==> src/sv/lru_pkg.sv <==
// ----------------------------------------------------------------------------
// LRU page replacement package
// Shared constants, width helpers and the link and update types that pass
// between the frame cells and the top level.
// ----------------------------------------------------------------------------
package lru_pkg;

    // Fixed field widths of the block's ports.
    localparam int PAGE_IN_W = 10;
    localparam int FIDX_W    = 3;
    localparam int FAULT_W   = 32;
    localparam int CFG_W     = 4;

    // Default sizing.
    localparam int NUM_FRAMES_DEF = 8;
    localparam int PAGE_COUNT_DEF = 1024;

    // Reset value of the frames-in-use register.
    localparam logic [CFG_W-1:0] CFG_FRAMES_RESET = 4'd8;

    // Control flags that travel with a search word along the cell chain.
    typedef struct packed {
        logic valid;
        logic hit_found;
        logic empty_found;
    } lru_link_t;

    // Update command broadcast to all cells when a search completes.
    typedef struct packed {
        logic valid;
        logic miss;
    } lru_cmd_t;

    // Bits needed to index n frames (at least one).
    function automatic int lru_idx_w(input int n);
        return (n > 1) ? $clog2(n) : 1;
    endfunction

    // Bits needed to hold a count from 0 to n.
    function automatic int lru_cnt_w(input int n);
        return $clog2(n + 1);
    endfunction

    // Bits of a page number once reduced modulo the page count.
    function automatic int lru_page_w(input int pc);
        return (pc >= (2 ** PAGE_IN_W)) ? PAGE_IN_W : $clog2(pc);
    endfunction

endpackage

==> src/sv/lru_page_replacement.sv <==
// ----------------------------------------------------------------------------
// LRU page replacement unit
// Looks up one page reference at a time among a row of frame cells, updates
// the recency ranks and reports hit, frame, eviction and fault total.
// ----------------------------------------------------------------------------
// Usage:
//   Input: drive page_number and raise start; the word is taken at a clock
//   edge where start is high and busy is low. busy then stays high until the
//   lookup has been committed.
//   Output: the result is shown on hit, frame_index, evicted_valid,
//   evicted_page and fault_total for exactly one cycle while done is high.
//   The receiver must take it then; there is no way to hold it off.
//   Configuration: frames_in_use is written through cfg_valid / cfg_ready /
//   cfg_data while busy is low; values of zero act as one, values above
//   NUM_FRAMES act as NUM_FRAMES.
//   Timing: after the accepting edge the word passes the page reduction
//   stages, then each frame cell in turn as the search word walks the chain
//   (the first cell works on the second stage's output), and then the
//   commit register that raises done. A new word can be taken in the cycle
//   done is high; no new word is taken while one is still in flight.
//   Reset: all frames empty, ranks and fault total zero, frames_in_use 8.
// ----------------------------------------------------------------------------
module lru_page_replacement
    import lru_pkg::*;
#(
    parameter int NUM_FRAMES = NUM_FRAMES_DEF,
    parameter int PAGE_COUNT = PAGE_COUNT_DEF
)
(
    input  logic                   clk,
    input  logic                   rst_n,
    // Command channel.
    input  logic                   start,
    output logic                   busy,
    input  logic [PAGE_IN_W-1:0]   page_number,
    // Result channel.
    output logic                   done,
    output logic                   hit,
    output logic [FIDX_W-1:0]      frame_index,
    output logic                   evicted_valid,
    output logic [PAGE_IN_W-1:0]   evicted_page,
    output logic [FAULT_W-1:0]     fault_total,
    // Configuration channel.
    input  logic                   cfg_valid,
    output logic                   cfg_ready,
    input  logic [CFG_W-1:0]       cfg_data
);

    localparam int IW = lru_idx_w(NUM_FRAMES);
    localparam int CW = lru_cnt_w(NUM_FRAMES);
    localparam int PW = lru_page_w(PAGE_COUNT);

    logic                 busy_reg;
    logic                 busy_next;
    logic [CFG_W-1:0]     cfg_frames_reg;
    logic [CW-1:0]        active_count;
    logic [FAULT_W-1:0]   fault_count_reg;
    logic [FAULT_W-1:0]   fault_count_next;

    logic                 accept;
    logic                 mod_valid;
    logic [PW-1:0]        mod_page;

    // Chain links; entry i feeds cell i.
    lru_link_t            ch_link      [NUM_FRAMES+1];
    logic [PW-1:0]        ch_page      [NUM_FRAMES+1];
    logic [IW-1:0]        ch_hit_idx   [NUM_FRAMES+1];
    logic [IW-1:0]        ch_hit_rank  [NUM_FRAMES+1];
    logic [IW-1:0]        ch_empty_idx [NUM_FRAMES+1];
    logic [IW-1:0]        ch_best_rank [NUM_FRAMES+1];
    logic [IW-1:0]        ch_best_idx  [NUM_FRAMES+1];
    logic [PW-1:0]        ch_best_page [NUM_FRAMES+1];

    lru_link_t            last;
    lru_cmd_t             cmd;
    logic [IW-1:0]        cmd_target;
    logic                 evict;

    logic                 done_reg;
    logic                 hit_reg;
    logic [FIDX_W-1:0]    frame_index_reg;
    logic                 evicted_valid_reg;
    logic [PAGE_IN_W-1:0] evicted_page_reg;

    assign accept    = start && !busy_reg;
    assign busy      = busy_reg;
    assign cfg_ready = !busy_reg;

    // Configuration register.
    always_ff @(posedge clk or negedge rst_n)
    begin
        if (!rst_n)
        begin
            cfg_frames_reg <= CFG_FRAMES_RESET;
        end
        else if (cfg_valid && cfg_ready)
        begin
            cfg_frames_reg <= cfg_data;
        end
    end

    // Clamp the frame count to the built range.
    always_comb
    begin
        if (cfg_frames_reg == '0)
        begin
            active_count = CW'(1);
        end
        else if (int'(cfg_frames_reg) > NUM_FRAMES)
        begin
            active_count = CW'(NUM_FRAMES);
        end
        else
        begin
            active_count = CW'(cfg_frames_reg);
        end
    end

    // Page reduction ahead of the chain.
    lru_page_mod #(
        .PAGE_COUNT (PAGE_COUNT)
    ) u_page_mod (
        .clk       (clk),
        .rst_n     (rst_n),
        .in_valid  (accept),
        .in_page   (page_number),
        .out_valid (mod_valid),
        .out_page  (mod_page)
    );

    // Seed word entering the first cell.
    always_comb
    begin
        ch_link[0].valid       = mod_valid;
        ch_link[0].hit_found   = 1'b0;
        ch_link[0].empty_found = 1'b0;
        ch_page[0]             = mod_page;
        ch_hit_idx[0]          = '0;
        ch_hit_rank[0]         = '0;
        ch_empty_idx[0]        = '0;
        ch_best_rank[0]        = '0;
        ch_best_idx[0]         = '0;
        ch_best_page[0]        = '0;
    end

    // Row of frame cells.
    generate
        for (genvar i = 0; i < NUM_FRAMES; i++)
        begin : g_cell
            lru_cell #(
                .NUM_FRAMES (NUM_FRAMES),
                .PAGE_COUNT (PAGE_COUNT),
                .CELL_ID    (i)
            ) u_cell (
                .clk           (clk),
                .rst_n         (rst_n),
                .active_count  (active_count),
                .in_link       (ch_link[i]),
                .in_page       (ch_page[i]),
                .in_hit_idx    (ch_hit_idx[i]),
                .in_hit_rank   (ch_hit_rank[i]),
                .in_empty_idx  (ch_empty_idx[i]),
                .in_best_rank  (ch_best_rank[i]),
                .in_best_idx   (ch_best_idx[i]),
                .in_best_page  (ch_best_page[i]),
                .out_link      (ch_link[i+1]),
                .out_page      (ch_page[i+1]),
                .out_hit_idx   (ch_hit_idx[i+1]),
                .out_hit_rank  (ch_hit_rank[i+1]),
                .out_empty_idx (ch_empty_idx[i+1]),
                .out_best_rank (ch_best_rank[i+1]),
                .out_best_idx  (ch_best_idx[i+1]),
                .out_best_page (ch_best_page[i+1]),
                .cmd           (cmd),
                .cmd_target    (cmd_target),
                .cmd_limit     (ch_hit_rank[NUM_FRAMES]),
                .cmd_page      (ch_page[NUM_FRAMES])
            );
        end
    endgenerate

    // Decision from the completed search word.
    always_comb
    begin
        last      = ch_link[NUM_FRAMES];
        cmd.valid = last.valid;
        cmd.miss  = !last.hit_found;
        evict     = !last.hit_found && !last.empty_found;
        if (last.hit_found)
        begin
            cmd_target = ch_hit_idx[NUM_FRAMES];
        end
        else if (last.empty_found)
        begin
            cmd_target = ch_empty_idx[NUM_FRAMES];
        end
        else
        begin
            cmd_target = ch_best_idx[NUM_FRAMES];
        end
    end

    // Saturating fault counter.
    always_comb
    begin
        fault_count_next = fault_count_reg;
        if (cmd.valid && cmd.miss && (fault_count_reg != '1))
        begin
            fault_count_next = fault_count_reg + 1'b1;
        end
    end

    // Busy from acceptance until the commit cycle.
    always_comb
    begin
        busy_next = busy_reg;
        if (accept)
        begin
            busy_next = 1'b1;
        end
        else if (cmd.valid)
        begin
            busy_next = 1'b0;
        end
    end

    always_ff @(posedge clk or negedge rst_n)
    begin
        if (!rst_n)
        begin
            busy_reg        <= 1'b0;
            done_reg        <= 1'b0;
            fault_count_reg <= '0;
        end
        else
        begin
            busy_reg        <= busy_next;
            done_reg        <= cmd.valid;
            fault_count_reg <= fault_count_next;
        end
    end

    // Result word register.
    always_ff @(posedge clk)
    begin
        if (cmd.valid)
        begin
            hit_reg           <= last.hit_found;
            frame_index_reg   <= FIDX_W'(cmd_target);
            evicted_valid_reg <= evict;
            evicted_page_reg  <= evict ? PAGE_IN_W'(ch_best_page[NUM_FRAMES]) : '0;
        end
    end

    assign done          = done_reg;
    assign hit           = hit_reg;
    assign frame_index   = frame_index_reg;
    assign evicted_valid = evicted_valid_reg;
    assign evicted_page  = evicted_page_reg;
    assign fault_total   = fault_count_reg;

    // A result is shown only once the block is free again.
    a_done_not_busy: assert property (@(posedge clk) disable iff (!rst_n)
        done_reg |-> !busy_reg)
        else $error("result shown while a lookup is still running");

    // A resident page never evicts anything.
    a_hit_no_evict: assert property (@(posedge clk) disable iff (!rst_n)
        (done_reg && hit_reg) |-> !evicted_valid_reg)
        else $error("eviction reported on a hit");

    // The fault total moves only together with a result.
    a_fault_at_commit: assert property (@(posedge clk) disable iff (!rst_n)
        !$stable(fault_count_reg) |-> done_reg)
        else $error("fault total changed outside a commit");

    // At most one search word is in the chain at any time.
    a_one_word: assert property (@(posedge clk) disable iff (!rst_n)
        busy_reg |-> $onehot0({mod_valid, last.valid, ch_link[1].valid}))
        else $error("more than one search word in flight");

    // A new word is taken only when the block was idle.
    a_accept_idle: assert property (@(posedge clk) disable iff (!rst_n)
        accept |=> (busy_reg && !done_reg))
        else $error("acceptance did not start a lookup");

endmodule

==> src/sv/lru_page_mod.sv <==
// ----------------------------------------------------------------------------
// LRU page number reduction
// Two-stage reduction of the incoming page number modulo the page count,
// using a reciprocal multiply followed by a back-multiply and correction.
// ----------------------------------------------------------------------------
module lru_page_mod
    import lru_pkg::*;
#(
    parameter int PAGE_COUNT = PAGE_COUNT_DEF
)
(
    input  logic                                clk,
    input  logic                                rst_n,
    input  logic                                in_valid,
    input  logic [PAGE_IN_W-1:0]                in_page,
    output logic                                out_valid,
    output logic [lru_page_w(PAGE_COUNT)-1:0]   out_page
);

    localparam int PW = lru_page_w(PAGE_COUNT);

    logic stage1_valid_reg;
    logic stage2_valid_reg;

    // Valid bits of the two stages.
    always_ff @(posedge clk or negedge rst_n)
    begin
        if (!rst_n)
        begin
            stage1_valid_reg <= 1'b0;
            stage2_valid_reg <= 1'b0;
        end
        else
        begin
            stage1_valid_reg <= in_valid;
            stage2_valid_reg <= stage1_valid_reg;
        end
    end

    assign out_valid = stage2_valid_reg;

    generate
        if (PAGE_COUNT >= (2 ** PAGE_IN_W))
        begin : g_no_reduce
            // Every input page is already below the page count.
            logic [PAGE_IN_W-1:0] page_reg;
            logic [PW-1:0]        rem_reg;

            always_ff @(posedge clk)
            begin
                page_reg <= in_page;
                rem_reg  <= PW'(page_reg);
            end

            assign out_page = rem_reg;
        end
        else
        begin : g_reduce
            // Reciprocal with enough fraction bits to make the quotient exact.
            localparam int SHIFT = PAGE_IN_W + 2 * $clog2(PAGE_COUNT);
            localparam longint MULT_VAL =
                ((longint'(1) << SHIFT) + longint'(PAGE_COUNT) - 1) / PAGE_COUNT;
            localparam logic [SHIFT-1:0]       MULT   = SHIFT'(MULT_VAL);
            localparam logic [2*PAGE_IN_W-1:0] DIVISOR = (2*PAGE_IN_W)'(PAGE_COUNT);

            logic [PAGE_IN_W+SHIFT-1:0] prod;
            logic [PAGE_IN_W-1:0]       page_reg;
            logic [PAGE_IN_W-1:0]       quot_reg;
            logic [2*PAGE_IN_W-1:0]     back;
            logic [2*PAGE_IN_W-1:0]     diff;
            logic [2*PAGE_IN_W-1:0]     rem;
            logic [PW-1:0]              rem_reg;

            // Stage one: quotient estimate.
            assign prod = {{SHIFT{1'b0}}, in_page} * {{PAGE_IN_W{1'b0}}, MULT};

            always_ff @(posedge clk)
            begin
                page_reg <= in_page;
                quot_reg <= prod[PAGE_IN_W+SHIFT-1:SHIFT];
            end

            // Stage two: remainder with a single correction step.
            always_comb
            begin
                back = {{PAGE_IN_W{1'b0}}, quot_reg} * DIVISOR;
                diff = {{PAGE_IN_W{1'b0}}, page_reg} - back;
                rem  = (diff >= DIVISOR) ? (diff - DIVISOR) : diff;
            end

            always_ff @(posedge clk)
            begin
                rem_reg <= PW'(rem);
            end

            assign out_page = rem_reg;
        end
    endgenerate

endmodule

==> src/sv/lru_cell.sv <==
// ----------------------------------------------------------------------------
// LRU frame cell
// Holds one frame's page, valid mark and recency rank. A search word moves
// through the chain one cell per cycle; each cell folds in its own match,
// empty and victim candidates. An update command is applied at once to all
// active cells when a search completes.
// ----------------------------------------------------------------------------
module lru_cell
    import lru_pkg::*;
#(
    parameter int NUM_FRAMES = NUM_FRAMES_DEF,
    parameter int PAGE_COUNT = PAGE_COUNT_DEF,
    parameter int CELL_ID    = 0
)
(
    input  logic                                clk,
    input  logic                                rst_n,
    input  logic [lru_cnt_w(NUM_FRAMES)-1:0]    active_count,
    // Search word from the previous cell.
    input  lru_link_t                           in_link,
    input  logic [lru_page_w(PAGE_COUNT)-1:0]   in_page,
    input  logic [lru_idx_w(NUM_FRAMES)-1:0]    in_hit_idx,
    input  logic [lru_idx_w(NUM_FRAMES)-1:0]    in_hit_rank,
    input  logic [lru_idx_w(NUM_FRAMES)-1:0]    in_empty_idx,
    input  logic [lru_idx_w(NUM_FRAMES)-1:0]    in_best_rank,
    input  logic [lru_idx_w(NUM_FRAMES)-1:0]    in_best_idx,
    input  logic [lru_page_w(PAGE_COUNT)-1:0]   in_best_page,
    // Search word to the next cell.
    output lru_link_t                           out_link,
    output logic [lru_page_w(PAGE_COUNT)-1:0]   out_page,
    output logic [lru_idx_w(NUM_FRAMES)-1:0]    out_hit_idx,
    output logic [lru_idx_w(NUM_FRAMES)-1:0]    out_hit_rank,
    output logic [lru_idx_w(NUM_FRAMES)-1:0]    out_empty_idx,
    output logic [lru_idx_w(NUM_FRAMES)-1:0]    out_best_rank,
    output logic [lru_idx_w(NUM_FRAMES)-1:0]    out_best_idx,
    output logic [lru_page_w(PAGE_COUNT)-1:0]   out_best_page,
    // Update command.
    input  lru_cmd_t                            cmd,
    input  logic [lru_idx_w(NUM_FRAMES)-1:0]    cmd_target,
    input  logic [lru_idx_w(NUM_FRAMES)-1:0]    cmd_limit,
    input  logic [lru_page_w(PAGE_COUNT)-1:0]   cmd_page
);

    localparam int IW = lru_idx_w(NUM_FRAMES);
    localparam int CW = lru_cnt_w(NUM_FRAMES);
    localparam int PW = lru_page_w(PAGE_COUNT);

    localparam logic [CW-1:0] CELL_POS  = CW'(CELL_ID);
    localparam logic [IW-1:0] CELL_IDX  = IW'(CELL_ID);
    localparam logic [IW-1:0] RANK_TOP  = IW'(NUM_FRAMES - 1);
    localparam bit            FIRST     = (CELL_ID == 0);

    // Frame state.
    logic          valid_reg;
    logic          valid_next;
    logic [IW-1:0] rank_reg;
    logic [IW-1:0] rank_next;
    logic [PW-1:0] page_reg;

    // Search word registers.
    lru_link_t     link_reg;
    lru_link_t     link_next;
    logic [PW-1:0] fwd_page_reg;
    logic [IW-1:0] hit_idx_reg;
    logic [IW-1:0] hit_rank_reg;
    logic [IW-1:0] empty_idx_reg;
    logic [IW-1:0] best_rank_reg;
    logic [IW-1:0] best_idx_reg;
    logic [PW-1:0] best_page_reg;

    logic active;
    logic is_match;
    logic is_empty;
    logic take_best;
    logic is_target;
    logic write_page;

    assign active = (CELL_POS < active_count);

    // Candidates contributed by this frame.
    always_comb
    begin
        is_match  = active && valid_reg && (page_reg == in_page) && !in_link.hit_found;
        is_empty  = active && !valid_reg && !in_link.empty_found;
        take_best = active && (FIRST || (rank_reg > in_best_rank));

        link_next.valid       = in_link.valid;
        link_next.hit_found   = in_link.hit_found | is_match;
        link_next.empty_found = in_link.empty_found | is_empty;
    end

    always_ff @(posedge clk or negedge rst_n)
    begin
        if (!rst_n)
        begin
            link_reg <= '0;
        end
        else
        begin
            link_reg <= link_next;
        end
    end

    // Search payload moves on only with a live word.
    always_ff @(posedge clk)
    begin
        if (in_link.valid)
        begin
            fwd_page_reg  <= in_page;
            hit_idx_reg   <= is_match ? CELL_IDX : in_hit_idx;
            hit_rank_reg  <= is_match ? rank_reg : in_hit_rank;
            empty_idx_reg <= is_empty ? CELL_IDX : in_empty_idx;
            best_rank_reg <= take_best ? rank_reg : in_best_rank;
            best_idx_reg  <= take_best ? CELL_IDX : in_best_idx;
            best_page_reg <= take_best ? page_reg : in_best_page;
        end
    end

    assign out_link      = link_reg;
    assign out_page      = fwd_page_reg;
    assign out_hit_idx   = hit_idx_reg;
    assign out_hit_rank  = hit_rank_reg;
    assign out_empty_idx = empty_idx_reg;
    assign out_best_rank = best_rank_reg;
    assign out_best_idx  = best_idx_reg;
    assign out_best_page = best_page_reg;

    // Recency update: the target becomes most recent, other valid frames age (all on a miss, younger ones on a hit).
    always_comb
    begin
        is_target  = (cmd_target == CELL_IDX);
        valid_next = valid_reg;
        rank_next  = rank_reg;
        write_page = 1'b0;
        if (cmd.valid && active)
        begin
            if (is_target)
            begin
                rank_next = '0;
                if (cmd.miss)
                begin
                    valid_next = 1'b1;
                    write_page = 1'b1;
                end
            end
            else if (valid_reg && (cmd.miss || (rank_reg < cmd_limit))
                     && (rank_reg != RANK_TOP))
            begin
                rank_next = rank_reg + 1'b1;
            end
        end
    end

    always_ff @(posedge clk or negedge rst_n)
    begin
        if (!rst_n)
        begin
            valid_reg <= 1'b0;
            rank_reg  <= '0;
        end
        else
        begin
            valid_reg <= valid_next;
            rank_reg  <= rank_next;
        end
    end

    // Resident page; read only while the frame is valid.
    always_ff @(posedge clk)
    begin
        if (write_page)
        begin
            page_reg <= cmd_page;
        end
    end

endmodule

==> config.mk <==
export PLATFORM = sky130hd
export DESIGN_NAME = lru_page_replacement
export DESIGN_NICKNAME = d
export VERILOG_FILES = /design/src/sv/lru_pkg.sv /design/src/sv/lru_page_replacement.sv /design/src/sv/lru_page_mod.sv /design/src/sv/lru_cell.sv
export SDC_FILE = /design/constraint.sdc
export NUM_CORES = 1
export LEC_CHECK = 0
export ABC_AREA = 1
export BUFFER_PORTS_ARGS = -buffer_cell sky130_fd_sc_hd__buf_4
export CAP_MARGIN = 20
export CORE_MARGIN = 2
export CORE_UTILIZATION = 53
export CTS_CLUSTER_DIAMETER = 120
export DETAILED_ROUTE_END_ITERATION = 8
export PLACE_DENSITY = 0.7
export SETUP_SLACK_MARGIN = 0.02
export SYNTH_ARGS = -nofsm -noshare
export SYNTH_HDL_FRONTEND = slang
export SYNTH_SLANG_ARGS = --single-unit
export TNS_END_PERCENT = 1
==> constraint.sdc <==
create_clock -name clk -period 2.65 [get_ports clk]
set_input_delay 0.53 -clock clk [delete_from_list [all_inputs] [get_ports clk]]
set_output_delay 0.53 -clock clk [all_outputs]
set_load 0.05 [all_outputs]
==> flow_metrics.tcl, run 1 <==
set metrics [dict create \
    hold_viol 0 \
    num_rows 71 \
    synth_ff_type "edfxtp_1" \
    htree_levels 2 \
    syn_avg_cell_area_sq_um 10.3 \
    finalClockSkew_ps 25.2 \
    p_int_mw 11.6 \
    final_common_cell "nand2_1" \
    drv_cap 0 \
    leakagePower_nw 10.2 \
    cp_top_family "simple AND/OR/NAND/NOR gates" \
    path_cells "inv_2 -> a21oi_1 -> nand3_1 -> nor2_1 -> buf_4" \
    synth_top_family_by_area "simple AND/OR/NAND/NOR gates" \
    dr_wl_met2_mm 19.7 \
    place_ws_ps 363 \
    detail_route.iter0.violations 804 \
    tns_ps 0 \
    power.switching_mw 2.80 \
    synthCells 1951 \
    routed_via_density 5.03 \
    antenna_cells 0 \
    synth_area_sq_um 20200 \
    crit_arrival_ps 2610 \
    setup_ws_ps 317 \
    grt_pass1_wl_mm 66.3 \
    final_cell_mix "nand2_1 (675), edfxtp_1 (351), inv_1 (237)" \
    wl_per_cell_microns 15.8 \
    seq_area_frac_synth_pct 66.2 \
    cts_tree "yes" \
    startpoint_type "flop" \
    drtPass1Iterations 5 \
    cts_setup_buffers 0 \
    crit_path_max_incr_delay_ps 560 \
    fin_crit_sh_pct 88.0 \
    switching_share_pct 19.5 \
    groute.usage.overall_pct 21.8 \
    cts_sinks 467 \
    peakVddDrop_uv 710 \
    clk_pin_slew_worst_paths_ps 60 \
    sequentialPowerShare_pct 54.3 \
    worst_skew_pair.late_latency_ps 580 \
    synth-compound-area-share_pct 3.90 \
    core_sq_um 37600 \
    pwr-share-comb_pct 0.5 \
    synth_mux_area_share_pct 0.112 \
    dp_hpwl_mm 30.6 \
    wl_met1_mm 17.5 \
    crit_type "reg2reg" \
    yosysWarnings 0 \
    rrSetupSlack_ps 320 \
    worst_pin_slew_ps 1010 \
    antenna_found_initial 0 \
    path_buf_inv 2 \
    synth_top_cell_by_area "edfxtp_1" \
    rsz0062_at_grt "false" \
    slew_headroom_pct 32.4 \
    setup_viol 0 \
    drv_slew 0 \
    die-area_sq_um 39600 \
    syn-num-nets 2023 \
    utilization_pct 60.7 \
    cp_max_fo 15 \
    fmax_mhz 429 \
    routed-wl-met3_mm 2.48 \
    hold_class "in2reg" \
    totalWireLength_mm 41.3 \
    power_density_nw_per_um2 629 \
    die_h_microns 199 \
    routed.top_layer "met4" \
    ant_nets 0 \
    post_cts_resize_count 0 \
    drc 0 \
    grt_pass1_vias 12886 \
    critical-path-slowest-cell "a21oi_1" \
    synth_xor_area_share_pct 1.26 \
    overflow 0 \
    min_period_ps 2330 \
    status "finished clean" \
    yosysTopAreaCellShare_pct 52.3 \
    gp_congestion 0.960 \
    ys_async_sr_fraction_pct 20.6 \
    grt_max_degree 38 \
    route.vias.total 13136 \
    io_pins 68 \
    final_net_count 2131 \
    clock_tree.buffer_depth 3 \
    synth_cell_types 37 \
    end_kind "flop" \
    synthAdderAreaFrac_pct 3.35 \
    crit_required_ps 2930 \
    syn2layout_area_growth_pct 13.2 \
    cts_buffers 47 \
    synth_edf_count 351 \
    drive_gt1_share_pct 9.44 \
    io_buffers 67 \
    start_util_pct 53.7 \
    clockRootBuffer "clkbuf_16" \
    yosys-top-cells-area "edfxtp_1 (52%), nand2_1 (13%), dfrtp_1 (12%)" \
    ys_ff_latch 467 \
    clkPwrFrac_pct 45.2 \
    die_x_microns 199 \
    yosys.area_share.simple_pct 19.5 \
]
==> synthesized netlist by cell type (6+ instances only) <==
cell type / count
a21oi_1: 21
buf_2: 6
clkbuf_1: 23
dfrtp_1: 95
dfxtp_1: 20
edfxtp_1: 351
ha_1: 54
inv_1: 237
nand2_1: 675
nand3_1: 46
nand3b_1: 14
nand4_1: 46
nor2_1: 162
o21ai_0: 118
or2_2: 10
xnor2_1: 15
xor2_1: 14
==> area by class of cell <==
type	count	area (sq um)
clock buffers	67	1340
repair buffers	95	728
flip-flops and latches	467	13300
multi-input cells	1204	5680
well taps	511	639
fillers	2972	14800
clock inverters	21	178
inverters	244	916
==> metrics by stage <==
stage / hold WS (ps) / total power, mW / instance area, sq um / std cells
global route: 22.0 / 14.8 / 22800 / 2609
global placement: 310 / 8.02 / 21300 / 2520
detailed placement: 312 / 8.02 / 21300 / 2520
floorplan: 234 / 7.96 / 20200 / 1951
CTS: 15.0 / 14.5 / 22800 / 2609
finish: 50.3 / 14.4 / 22800 / 2609
==> worst paths after layout <==
| path | startpoint | depth (start not counted) | to |
|---|---|---|---|
| min | page_number[9] | 1 | u_page_mod.g_no_reduce.page_reg[9] |
| min reg2reg | u_page_mod.g_no_reduce.page_reg[6] | 0 | u_page_mod.out_page[6] |
| min in group asynchronous | rst_n | 2 | g_cell[4].u_cell.out_link[2] |
| max reg2reg | g_cell[7].u_cell.out_link[1] | 5 | g_cell[1].u_cell.page_reg[7] |
| max in group asynchronous | rst_n | 3 | g_cell[0].u_cell.rank_reg[2] |
| max | g_cell[7].u_cell.out_link[1] | 5 | g_cell[1].u_cell.page_reg[7] |
==> cells by family (layout without fill, tap and decap cells) <==
family | after synthesis | in the layout
muxes | 2 | 2
adders and majority gates | 54 | 54
DFF | 467 | 467
AOI/OAI and AO/OA | 151 | 151
and+or+nand+nor | 968 | 968
buffers and inverters | 280 | 427
xor gates and xnor gates | 29 | 29
==> what timing repair did <==
item | 4_1_cts | 5_1_grt
hold buffers | 1 | 0
setup endpoints to repair | 0 | 0
hold endpoints to repair | 34 | 0
==> metal layers <==
layer | GRT usage [%] | vias to the layer above
li1 | - | 6597
met1 | 28.3 | 6091
met2 | 36.0 | 353
met3 | 4.54 | 95
met4 | 8.62 | 0
met5 | 0 | -
==> power groups by stage <==
| stage | combinational, mW | sequential (mW) | clock [mW] |
|---|---|---|---|
| final | 0.0670 | 7.80 | 6.49 |
| after global routing | 0.0764 | 7.80 | 6.92 |
| after CTS | 0.0703 | 7.80 | 6.63 |
| after detailed placement | 0.0690 | 7.96 | 0 |
| after global placement | 0.0675 | 7.95 | 0 |
| after floorplan | 0.00732 | 7.95 | 0 |
==> worst register-to-register path, stage by stage, from the launching register on <==
cell,delay [ps]
dfrtp_1,470
inv_2,190
a21oi_1,560
nand3_1,390
nor2_1,200
buf_4,210
No activity file was read; power rests on OpenSTA's default activity.
==> run 2: changes to the inputs <==
Settings changed: CELL_PAD_IN_SITES_DETAIL_PLACEMENT set to 2, CELL_PAD_IN_SITES_GLOBAL_PLACEMENT set to 2, CORE_UTILIZATION 53 to 41, CTS_CLUSTER_DIAMETER 120 to 60, PLACE_DENSITY 0.7 to not set, PLACE_DENSITY_LB_ADDON set to 0.1.
==> run 2 against run 1 <==
  * Non-clock buffer count grew 14
  * Clock power grew 12%
  * Wire length grew 44%
  * Register-to-register slack is essentially flat
==> flow_metrics.tcl, run 2 (same netlist as run 1, synthesis figures left out) <==
set metrics [dict create \
    die_x_microns 226 \
    crit_path_max_incr_delay_ps 670 \
    critical-path-slowest-cell "dfstp_2" \
    syn2layout_area_growth_pct 15.9 \
    worstReg2RegStart "cfg_frames_reg[3]" \
    antenna_cells 0 \
    htree_levels 2 \
    setup_viol 0 \
    cts_tree "yes" \
    io_buffers 67 \
    num_rows 81 \
    cts_setup_buffers 0 \
    slew_headroom_pct 52.3 \
    die_h_microns 226 \
    wl_per_cell_microns 21.4 \
    fmax_mhz 428 \
    post_cts_resize_count 0 \
    p_int_mw 12.1 \
    detail_route.iter0.violations 664 \
    cts_sinks 467 \
    final_net_count 2151 \
    start_util_pct 41.4 \
    route.vias.total 14130 \
    clockRootBuffer "clkbuf_16" \
    groute.usage.overall_pct 24.0 \
    path_cells "inv_2 -> nand2_1 -> nand2_1 -> nand2_1 -> inv_1 -> nor2_1 -> nand2_1 -> nor2_1 -> buf_4" \
    rsz0062_at_grt "false" \
    cp_max_fo 10 \
    drc 0 \
    hold_path.startpoint "start" \
    cp_top_family "simple AND/OR/NAND/NOR gates" \
    pwr-share-comb_pct 0.5 \
    cts_buffers 53 \
    ant_nets 0 \
    switching_share_pct 20.5 \
    sequentialPowerShare_pct 51.5 \
    drv_cap 0 \
    end_kind "flop" \
    nFillCells 5008 \
    drv_slew 0 \
    totalWireLength_mm 59.6 \
    grt_pass1_vias 16241 \
    fin_crit_sh_pct 88.1 \
    overflow 0 \
    tns_ps 0 \
    p_total_mw 15.2 \
    core_sq_um 48700 \
    min_period_ps 2340 \
    power_density_nw_per_um2 649 \
    worst_skew_pair.late_latency_ps 610 \
    hold_viol 0 \
    utilization_pct 47.9 \
    path_buf_inv 3 \
    leakagePower_nw 10.3 \
    crit_start "cfg_frames_reg[3]" \
    power.switching_mw 3.11 \
    io_pins 68 \
    final_cell_mix "nand2_1 (675), edfxtp_1 (351), inv_1 (237)" \
    crit_path_frequent_cell "nand2_1" \
    final_common_cell "nand2_1" \
    clk_pin_slew_worst_paths_ps 60 \
    status "finished clean" \
    drive_gt1_share_pct 10.0 \
    worst_pin_slew_ps 714 \
    finalClockSkew_ps 27.3 \
    routed_via_density 5.07 \
    dp_hpwl_mm 44.6 \
    gp_congestion 0.841 \
    crit_required_ps 2940 \
    drtPass1Iterations 5 \
    grt_max_degree 46 \
    holdBufCountCts 11 \
    grt_pass1_wl_mm 92.8 \
    crit_type "reg2reg" \
    antenna_found_initial 1 \
    clkPwrFrac_pct 48.0 \
    startpoint_type "flop" \
    crit_arrival_ps 2630 \
    hold_class "in2reg" \
    clock_tree.buffer_depth 3 \
    peakVddDrop_uv 677 \
    die-area_sq_um 51000 \
]
[run 2: changes by cell type in the layout (fill, tap and decap cells not counted), sizes merged]
cell | before | now
buf | 94 | 98
clkbuf | 67 | 75
clkinv | 18 | 21
clkinvlp | 1 | 3
dlygate4sd3 | 1 | 11
inv | 244 | 242
[run 2: path summary, 6_finish.rpt]
| path | depth (start not counted) | slack, ps | to |
|---|---|---|---|
| min | 3 | 150 | u_page_mod.stage1_valid_reg |
| min reg2reg | 0 | 330 | u_page_mod.out_page[4] |
| max reg2reg | 9 | 310 | g_cell[4].u_cell.page_reg[6] |
| max | 9 | 310 | g_cell[4].u_cell.page_reg[6] |
| min in group asynchronous | 2 | 410 | g_cell[6].u_cell.out_link[2] |
| max in group asynchronous | 3 | 1570 | g_cell[2].u_cell.out_link[1] |
[run 2: per-stage QoR]
| stage | std cells | hold WS [ps] | worst slack (ps) | instance area, sq um |
|---|---|---|---|---|
| after floorplan | 1951 | 234 | 523 | 20200 |
| after global placement | 2677 | 312 | 468 | 21500 |
| after detailed placement | 2677 | 313 | 336 | 21500 |
| after CTS | 2787 | 120 | 320 | 23400 |
| after global routing | 2787 | 134 | 172 | 23400 |
| final | 2787 | 147 | 314 | 23400 |
[run 2: per-layer routing]
metal  up-vias  GRT usage, %  share of wire (%)  wire length, microns
met4         0          10.6                4.4                  2600
met2       215          43.2                 51                 30400
li1       6633             -                  -                     -
met1      7150          28.7                 42                 24800
met3       132          3.21                2.9                  1740
met5         -             0                  0                     0
[run 2: layout make-up]
type | count | area, sq um | share of cell area, %
clock buffer | 75 | 1530 | 6.56
tap | 664 | 831 | 3.56
clock inverter | 24 | 204 | 0.873
sequential | 467 | 13300 | 57.1
inverter | 244 | 916 | 3.92
multi-input combinational | 1204 | 5680 | 24.3
timing repair buffer | 109 | 858 | 3.67
[run 2: power by group through the flow]
| stage | sequential [mW] | combinational [mW] | clock [mW] |
|---|---|---|---|
| after floorplan | 7.95 | 0.00732 | 0 |
| after global placement | 7.95 | 0.0684 | 0 |
| after detailed placement | 7.96 | 0.0710 | 0 |
| after CTS | 7.81 | 0.0848 | 7.45 |
| after global routing | 7.80 | 0.0914 | 7.70 |
| final | 7.81 | 0.0808 | 7.28 |
[run 2: worst register-to-register path: stages (launching register included)]
cell	delay [ps]
dfstp_2	670
inv_2	100
nand2_1	190
nand2_1	70
nand2_1	120
inv_1	90
nor2_1	260
nand2_1	130
nor2_1	170
buf_4	240
==> run 3: changes to the inputs <==
Settings changed: CORE_UTILIZATION 41 to 44.
Clock period 2.65 ns to 2.8 ns, I/O delays scaled along.
==> run 3 against run 2 <==
  * Hold slack worse by 91 ps
  * Design area down 0.56%
  * Wire length up 6.1%
  * Sequential share of layout area up 0.32 points
  * Critical path type unchanged
  * Clock power down 3.6%
  * Critical endpoint is now g_cell[3].u_cell.out_hit_rank[1]
  * Non-clock buffer count down 7
  * Cell count down 2.6%
  * Largest cell class unchanged
==> flow_metrics.tcl, run 3 (same netlist as run 1, synthesis figures left out) <==
set metrics [dict create \
    cts_buffers 51 \
    worst_pin_slew_ps 743 \
    die-area_sq_um 47600 \
    drv_cap 0 \
    crit_arrival_ps 2850 \
    io_buffers 67 \
    power_density_nw_per_um2 623 \
    dpl_cell_area_sq_um 21500 \
    clk_pin_slew_worst_paths_ps 70 \
    status "finished clean" \
    cts_tree "yes" \
    wl_per_cell_microns 23.3 \
    final_cell_mix "nand2_1 (675), edfxtp_1 (351), inv_1 (237)" \
    clock_tree.buffer_depth 3 \
    htree_levels 2 \
    utilization_pct 51.3 \
    worst_skew_pair.late_latency_ps 610 \
    leakagePower_nw 10.3 \
    tns_ps 0 \
    fin_crit_sh_pct 89.3 \
    core_sq_um 45300 \
    end_kind "flop" \
    rsz0062_at_grt "false" \
    totalWireLength_mm 63.3 \
    gp_congestion 0.845 \
    min_period_ps 2500 \
    drtPass1Iterations 5 \
    final_net_count 2142 \
    detail_route.iter0.violations 798 \
    setup_viol 0 \
    antenna_found_initial 1 \
    fin_cells 2714 \
    num_rows 78 \
    crit_required_ps 3150 \
    hold_class "in2reg" \
    drive_gt1_share_pct 9.99 \
    final_common_cell "nand2_1" \
    groute.usage.overall_pct 27.2 \
    finalClockSkew_ps 31.7 \
    clockRootBuffer "clkbuf_16" \
    dp_hpwl_mm 43.4 \
    syn2layout_area_growth_pct 15.2 \
    die_h_microns 218 \
    overflow 0 \
    cts_sinks 467 \
    cp_max_fo 9 \
    post_cts_resize_count 0 \
    peakVddDrop_uv 469 \
    io_pins 68 \
    stdcell_area_sq_um 23200 \
    place_ws_ps 379 \
    grt_pass1_wl_mm 97.1 \
    routed_via_density 5.26 \
    grt_max_degree 41 \
    dp.cells 2615 \
    fmax_mhz 400 \
    drv_slew 0 \
    setup_ws_ps 300 \
    grt_pass1_vias 16490 \
    hold_ws_ps 55.8 \
    die_x_microns 218 \
    hold_viol 0 \
    p_total_mw 14.5 \
    rrSetupSlack_ps 300 \
    startpoint_type "flop" \
    crit_type "reg2reg" \
    route.vias.total 14288 \
    slew_headroom_pct 50.4 \
    start_util_pct 44.5 \
    ant_nets 0 \
    drc 0 \
]
[run 3: changes by cell type in the layout (fill, tap and decap cells not counted), moves of 2 or more]
cell           change
clkinv_1           +8
dlygate4sd3_1     -10
clkbuf_1           -6
clkinvlp_4         -2
clkinv_4           +2
clkbuf_8           -4
bufinv_16          +2
clkinv_2           -3
[run 3: worst paths after layout]
kind | from | end | depth (start not counted)
setup / recovery | cfg_frames_reg[3] | g_cell[3].u_cell.out_hit_rank[1] | 9
hold / removal | page_number[1] | u_page_mod.g_no_reduce.page_reg[1] | 1
setup reg to reg | cfg_frames_reg[3] | g_cell[3].u_cell.out_hit_rank[1] | 9
hold reg to reg | u_page_mod.g_no_reduce.page_reg[2] | u_page_mod.out_page[2] | 0
max in group asynchronous | rst_n | fault_total[9] | 3
min in group asynchronous | rst_n | g_cell[6].u_cell.out_link[2] | 2
[run 3: worst max-delay path, cell delays in order, from the launching register on]
cell and delay, ps:
dfstp_2 670, inv_2 130, nand2_1 210, nand2_1 160, nor2_1 130, nand2_1 60, nor2_1 410, nand3_1 230
nand2_1 150, nand2_1 90
[run 3: layout make-up]
| cell class | count | area, sq um |
|---|---|---|
| inverters | 244 | 916 |
| multi-input cells | 1204 | 5680 |
| clock inverters | 31 | 274 |
| flip-flops and latches | 467 | 13300 |
| diodes | 1 | 2.50 |
| repair buffers | 102 | 813 |
| well taps | 600 | 751 |
| clock buffers | 65 | 1450 |
| fillers | 4668 | 22100 |
[run 3: metal layers]
| layer | vias to the layer above | share of wire (%) | global-route usage, % |
|---|---|---|---|
| met2 | 223 | 53 | 50.7 |
| met4 | 0 | 4.0 | 11.5 |
| met3 | 136 | 2.4 | 3.65 |
| met5 | - | 0 | 0 |
| met1 | 7309 | 40 | 31.0 |
| li1 | 6620 | - | - |
[run 3: power breakdown]
part	internal [mW]	leakage [nW]	total, mW	switching [mW]
clock network	4.05	0.853	7.02	2.96
logic	0.0243	5.05	0.0672	0.0429
registers	7.38	4.39	7.38	0.00671
[run 3: what timing repair did]
action,4_1_cts,5_1_grt
setup buffers,0,0
endpoints found under the hold margin,31,0
hold buffers,1,0
endpoints found under the setup margin,0,0
